## config.mk

```make
export PLATFORM = sky130hd
export DESIGN_NAME = bvdt_ctrl
export DESIGN_NICKNAME = d
export VERILOG_FILES = /design/src/design/bvdt_pkg.sv /design/src/design/bvdt_ctrl.sv
export SDC_FILE = /design/constraint.sdc
export NUM_CORES = 1
export LEC_CHECK = 0
export ABC_AREA = 1
export BUFFER_PORTS_ARGS = -buffer_cell sky130_fd_sc_hd__buf_2
export CAP_MARGIN = 20
export CORE_AREA = 10 10 47 49
export CTS_CLUSTER_SIZE = 12
export DETAILED_ROUTE_END_ITERATION = 10
export DIE_AREA = 0 0 57 59
export SLEW_MARGIN = 30
export SYNTH_ARGS = -nofsm -noshare
export SYNTH_HDL_FRONTEND = slang
export SYNTH_SLANG_ARGS = --single-unit
```

## constraint.sdc

```tcl
create_clock -name clock -period 1.9 [get_ports clock]
set_input_delay 0.285 -clock clock [delete_from_list [all_inputs] [get_ports clock]]
set_output_delay 0.285 -clock clock [all_outputs]
set_load 0.01 [all_outputs]
```

## src/design/bvdt_pkg.sv

```systemverilog
// Shared types and constants for the binary variable domain tracker.
// No dependencies; every other design file but the checker imports this package.
package bvdt_pkg;

   localparam logic [1:0] DOM_FREE = 2'd0;
   localparam logic [1:0] DOM_FIX0 = 2'd1;
   localparam logic [1:0] DOM_FIX1 = 2'd2;
   localparam logic [1:0] DOM_PROC = 2'd3;

   localparam logic OP_SET   = 1'b0;
   localparam logic OP_START = 1'b1;

   localparam int FIELD_W = 9;

   // Commands from the controller to the datapath.
   typedef struct packed {
      logic load;     // latch the request fields
      logic exec;     // decide and do unlinks plus first append half
      logic ap2;      // second append half
      logic start;    // apply the variable count, clear counters
      logic sweep;    // write one entry of the rebuild
      logic capture;  // load the result register
   } ctrl_cmd_type;

   typedef struct packed {
      logic sweep_last;
   } ctrl_status_type;

   // Commands to one linked list.
   typedef struct packed {
      logic unl;
      logic ap1;
      logic ap2;
      logic sweep;
      logic start_chain;
      logic start_empty;
   } list_cmd_type;

   typedef struct packed {
      logic ap_fixed;
      logic ap_free;
      logic illegal;
   } dec_type;

endpackage

```

## src/design/bvdt_ctrl.sv

```systemverilog
// Controller state machine: sequences set and start commands, owns handshakes.
// Depends on bvdt_pkg.
module bvdt_ctrl
   import bvdt_pkg::*;
(
   input  logic            clock,
   input  logic            reset,
   input  logic            req_tvalid,
   output logic            req_tready,
   input  logic            req_op,
   output logic            rsp_tvalid,
   input  logic            rsp_tready,
   output ctrl_cmd_type    cmd,
   input  ctrl_status_type status
);

   localparam logic [2:0] ST_IDLE  = 3'd0;
   localparam logic [2:0] ST_RD    = 3'd1;
   localparam logic [2:0] ST_EXEC  = 3'd2;
   localparam logic [2:0] ST_AP2   = 3'd3;
   localparam logic [2:0] ST_START = 3'd4;
   localparam logic [2:0] ST_SWEEP = 3'd5;
   localparam logic [2:0] ST_CAPT  = 3'd6;

   logic [2:0] state_ff, state_in;
   logic       valid_ff, valid_in;
   logic       accept, room;

   assign req_tready = (state_ff == ST_IDLE);
   assign accept     = req_tvalid && req_tready;
   assign room       = !valid_ff || rsp_tready;
   assign rsp_tvalid = valid_ff;

   always_comb begin
      cmd      = '0;
      state_in = state_ff;
      unique case (state_ff)
         ST_IDLE: begin
            cmd.load = accept;
            if (accept) state_in = (req_op == OP_START) ? ST_START : ST_RD;
         end
         ST_RD:    state_in = ST_EXEC;
         ST_EXEC: begin
            cmd.exec = 1'b1;
            state_in = ST_AP2;
         end
         ST_AP2: begin
            cmd.ap2  = 1'b1;
            state_in = ST_CAPT;
         end
         ST_START: begin
            cmd.start = 1'b1;
            state_in  = ST_SWEEP;
         end
         ST_SWEEP: begin
            cmd.sweep = 1'b1;
            if (status.sweep_last) state_in = ST_CAPT;
         end
         ST_CAPT: begin
            cmd.capture = room;
            if (room) state_in = ST_IDLE;
         end
         default: state_in = ST_IDLE;
      endcase
      valid_in = cmd.capture || (valid_ff && !rsp_tready);
   end

   always_ff @(posedge clock) begin
      if (reset) begin
         state_ff <= ST_IDLE;
         valid_ff <= 1'b0;
      end else begin
         state_ff <= state_in;
         valid_ff <= valid_in;
      end
   end

endmodule

```

==> summary.txt <==
Top Ports: 14
setup tns final: 0 ns
worst path arrival time: 1.19 ns
Post-CTS Setup Inserts: 0
CTS max path bufs: 2
reg2reg end: state_ff[2]$_SDFFE_PP0P_
RD Place Congestion: 0.731
Final Util: 28.5%
slowest stage delay, CP: 0.37 ns
outcome: finished clean
n_diodes: 0
Mean Syn Cell Area: 5.61 µm²
worst-path maximum fanout: 6
Static Leak: 0.254 nW
CP Class: register to output pin
cts hold-fix bufs: 0
synth warn: 0
final layout net count: 76
worst path required time: 1.62 ns
H-tree levels: 1
Syn Nets: 58
sequential area share after synthesis: 27.5%
final worst-path cycle share: 77.5%
cts repair resizes: 0
Crit. End Element: output pin
pwr/cell area: 912 mW/mm²
R2R depth: 7
number of iterations in the first detailed-routing pass: 2
DP Worst Slack: 0.666 ns
gr usage total: 5.02%
RSZ-0062 raised after global routing: no
vias in the first global route: 322
Rel. slew slack: 82.9%
gr ovfl total: 0
initial antenna violation count: 0
DP HPWL: 670 µm
R2R Path Start: state_ff[2]$_SDFFE_PP0P_
VDD IR max: 0.000232 V
synth unique cells: 14
max_cap viols: 0
die area: 0.00336 mm²
min setup slack post-route: 0.428 ns
Tightest Hold Check Type: input port to register
Highest Clock Rate: 680 MHz
clk root buf: clkbuf_4
crit path cell chain: nor2_1, inv_1, nor3_1, buf_2
Fin. Hold Viols: 0
Initial Util: 20.8%
pin count of the biggest net entering global routing: 7
# DRC: 0
CTS tree: yes
CP Launch Point: state_ff[0]$_SDFFE_PP0P_
drt total wl: 769 µm
core area: 0.00140 mm²
Setup crit end: cmd[5]
Gate power share: 39.1%
final slew viol count: 0
clock skew: 0.00161 ns
initial drt markers: 2
Die H: 59 µm
Worst R2R Setup Slack: 0.84 ns
crit start category: register
Cells after Synth: 52
placed instance area: 377 µm²
number of I/O port buffers: 13
slowest CP cell: dfxtp_1
DIE WIDTH: 57 µm
Yosys reg bits: 4
Sw Ratio: 38.7%
first-pass GRT wire length: 1300 µm
worst slew pin tran: 0.256 ns
Num CTS Buffers: 3
Sink Count: 4
post-route ant nets: 0
Via-to-Cell Ratio: 3.98
WL/cell: 9.15 µm
Mapped Area: 292 µm²
clock latency on the worst-skew pair: 0.23 ns
layout cells sized above 1: 29.4%
sw power: 141 µW
number of fill cells: 172
Final Critical Period: 1.47 ns
Sequential Power Share: 32.5%
Clk network pwr share: 28.4%
clk slew on worst S/H paths: 0.03 ns
Design Area, Final: 399 µm²
Setup-failing EPs final: 0
Layout area overhead: 36.9%
Internal: 223 µW
Rows: 14
vias: 334
-- metrics by stage --
step	std cells	hold slack (ns)	power, mW
final	84	0.248	0.364
after floorplan	52	0.357	0.215
after detailed placement	81	0.495	0.264
after global placement	81	0.496	0.265
after CTS	84	0.247	0.373
after global routing	84	0.267	0.400
-- power by group through the flow --
stage | Combinational, mW | Sequential, mW | Clock (mW)
4_1_cts | 0.145 | 0.118 | 0.109
5_1_grt | 0.164 | 0.122 | 0.115
3_5_place_dp | 0.144 | 0.120 | 0
6_report | 0.142 | 0.118 | 0.104
3_3_place_gp | 0.146 | 0.119 | 0
2_1_floorplan | 0.0996 | 0.116 | 0
-- how the worst min path moves through the flow --
stage / startpoint / to / cells after the start
after floorplan: reset / rsp_tvalid$_SDFF_PP0_ / 1
after detailed placement: reset / rsp_tvalid$_SDFF_PP0_ / 2
after CTS: reset / rsp_tvalid$_SDFF_PP0_ / 2
after global routing: reset / rsp_tvalid$_SDFF_PP0_ / 2
final: reset / rsp_tvalid$_SDFF_PP0_ / 2
after global placement: reset / rsp_tvalid$_SDFF_PP0_ / 2
-- layout make-up --
type	count	area, µm²	area share [%]
timing repair buffer	13	65.1	16.3
clock buffer	3	22.5	5.64
sequential	4	80.1	20.1
multi-input combinational	36	166	41.7
tap	16	20.0	5.02
inverter	12	45.0	11.3
-- synthesized netlist by cell type (all sizes together) --
cell type | instances | area (µm²)
a21oi | 1 | 5.00
clkinv | 1 | 3.75
dfxtp | 4 | 80.1
inv | 11 | 41.3
nand2 | 15 | 61.3
nand3 | 2 | 15.0
nand4 | 1 | 6.26
nor2 | 13 | 56.3
nor3 | 2 | 10.0
o21ai | 1 | 5.00
o21bai | 1 | 7.51
-- cell families after synthesis --
kind of cell / Yosys count / synth area share, %
compound gates: 3 / 6.01
buf+inv: 12 / 15.4
simple gates: 33 / 51.1
flops: 4 / 27.5
-- flip-flops by register name, indices dropped and copies added, names as in the netlist --
| name | cells |
|---|---|
| state_ff | 3 |
| rsp_tvalid | 1 |
-- metal layers --
layer / part of all wire (%) / wire, µm / vias to the layer above / global-route usage (%)
li1: - / - / 187 / -
met1: 39 / 297 / 140 / 4.40
met2: 51 / 394 / 7 / 7.75
met3: 10 / 77 / 0 / 3.00
met4: 0 / 0 / 0 / 5.03
met5: 0 / 0 / - / 0
-- critical path, delay by kind of cell (launching register included) --
kind	cells	cell delay, ns
buffers and inverters	2	0.25
flip-flops	1	0.37
AND/OR/NAND/NOR	2	0.33
-- cell usage in the layout (no fill, tap or decap) --
cell	n
o21bai_1	1
inv_1	11
dfxtp_1	4
nand3_2	1
buf_2	13
o21ai_1	1
clkbuf_4	3
nand2_1	13
nand4_1	1
nor2_4	1
nand2_2	2
nand3_1	1
a21oi_1	1
nor3_1	2
nor2_1	12
clkinv_1	1
No activity file was read; power rests on OpenSTA's default activity.
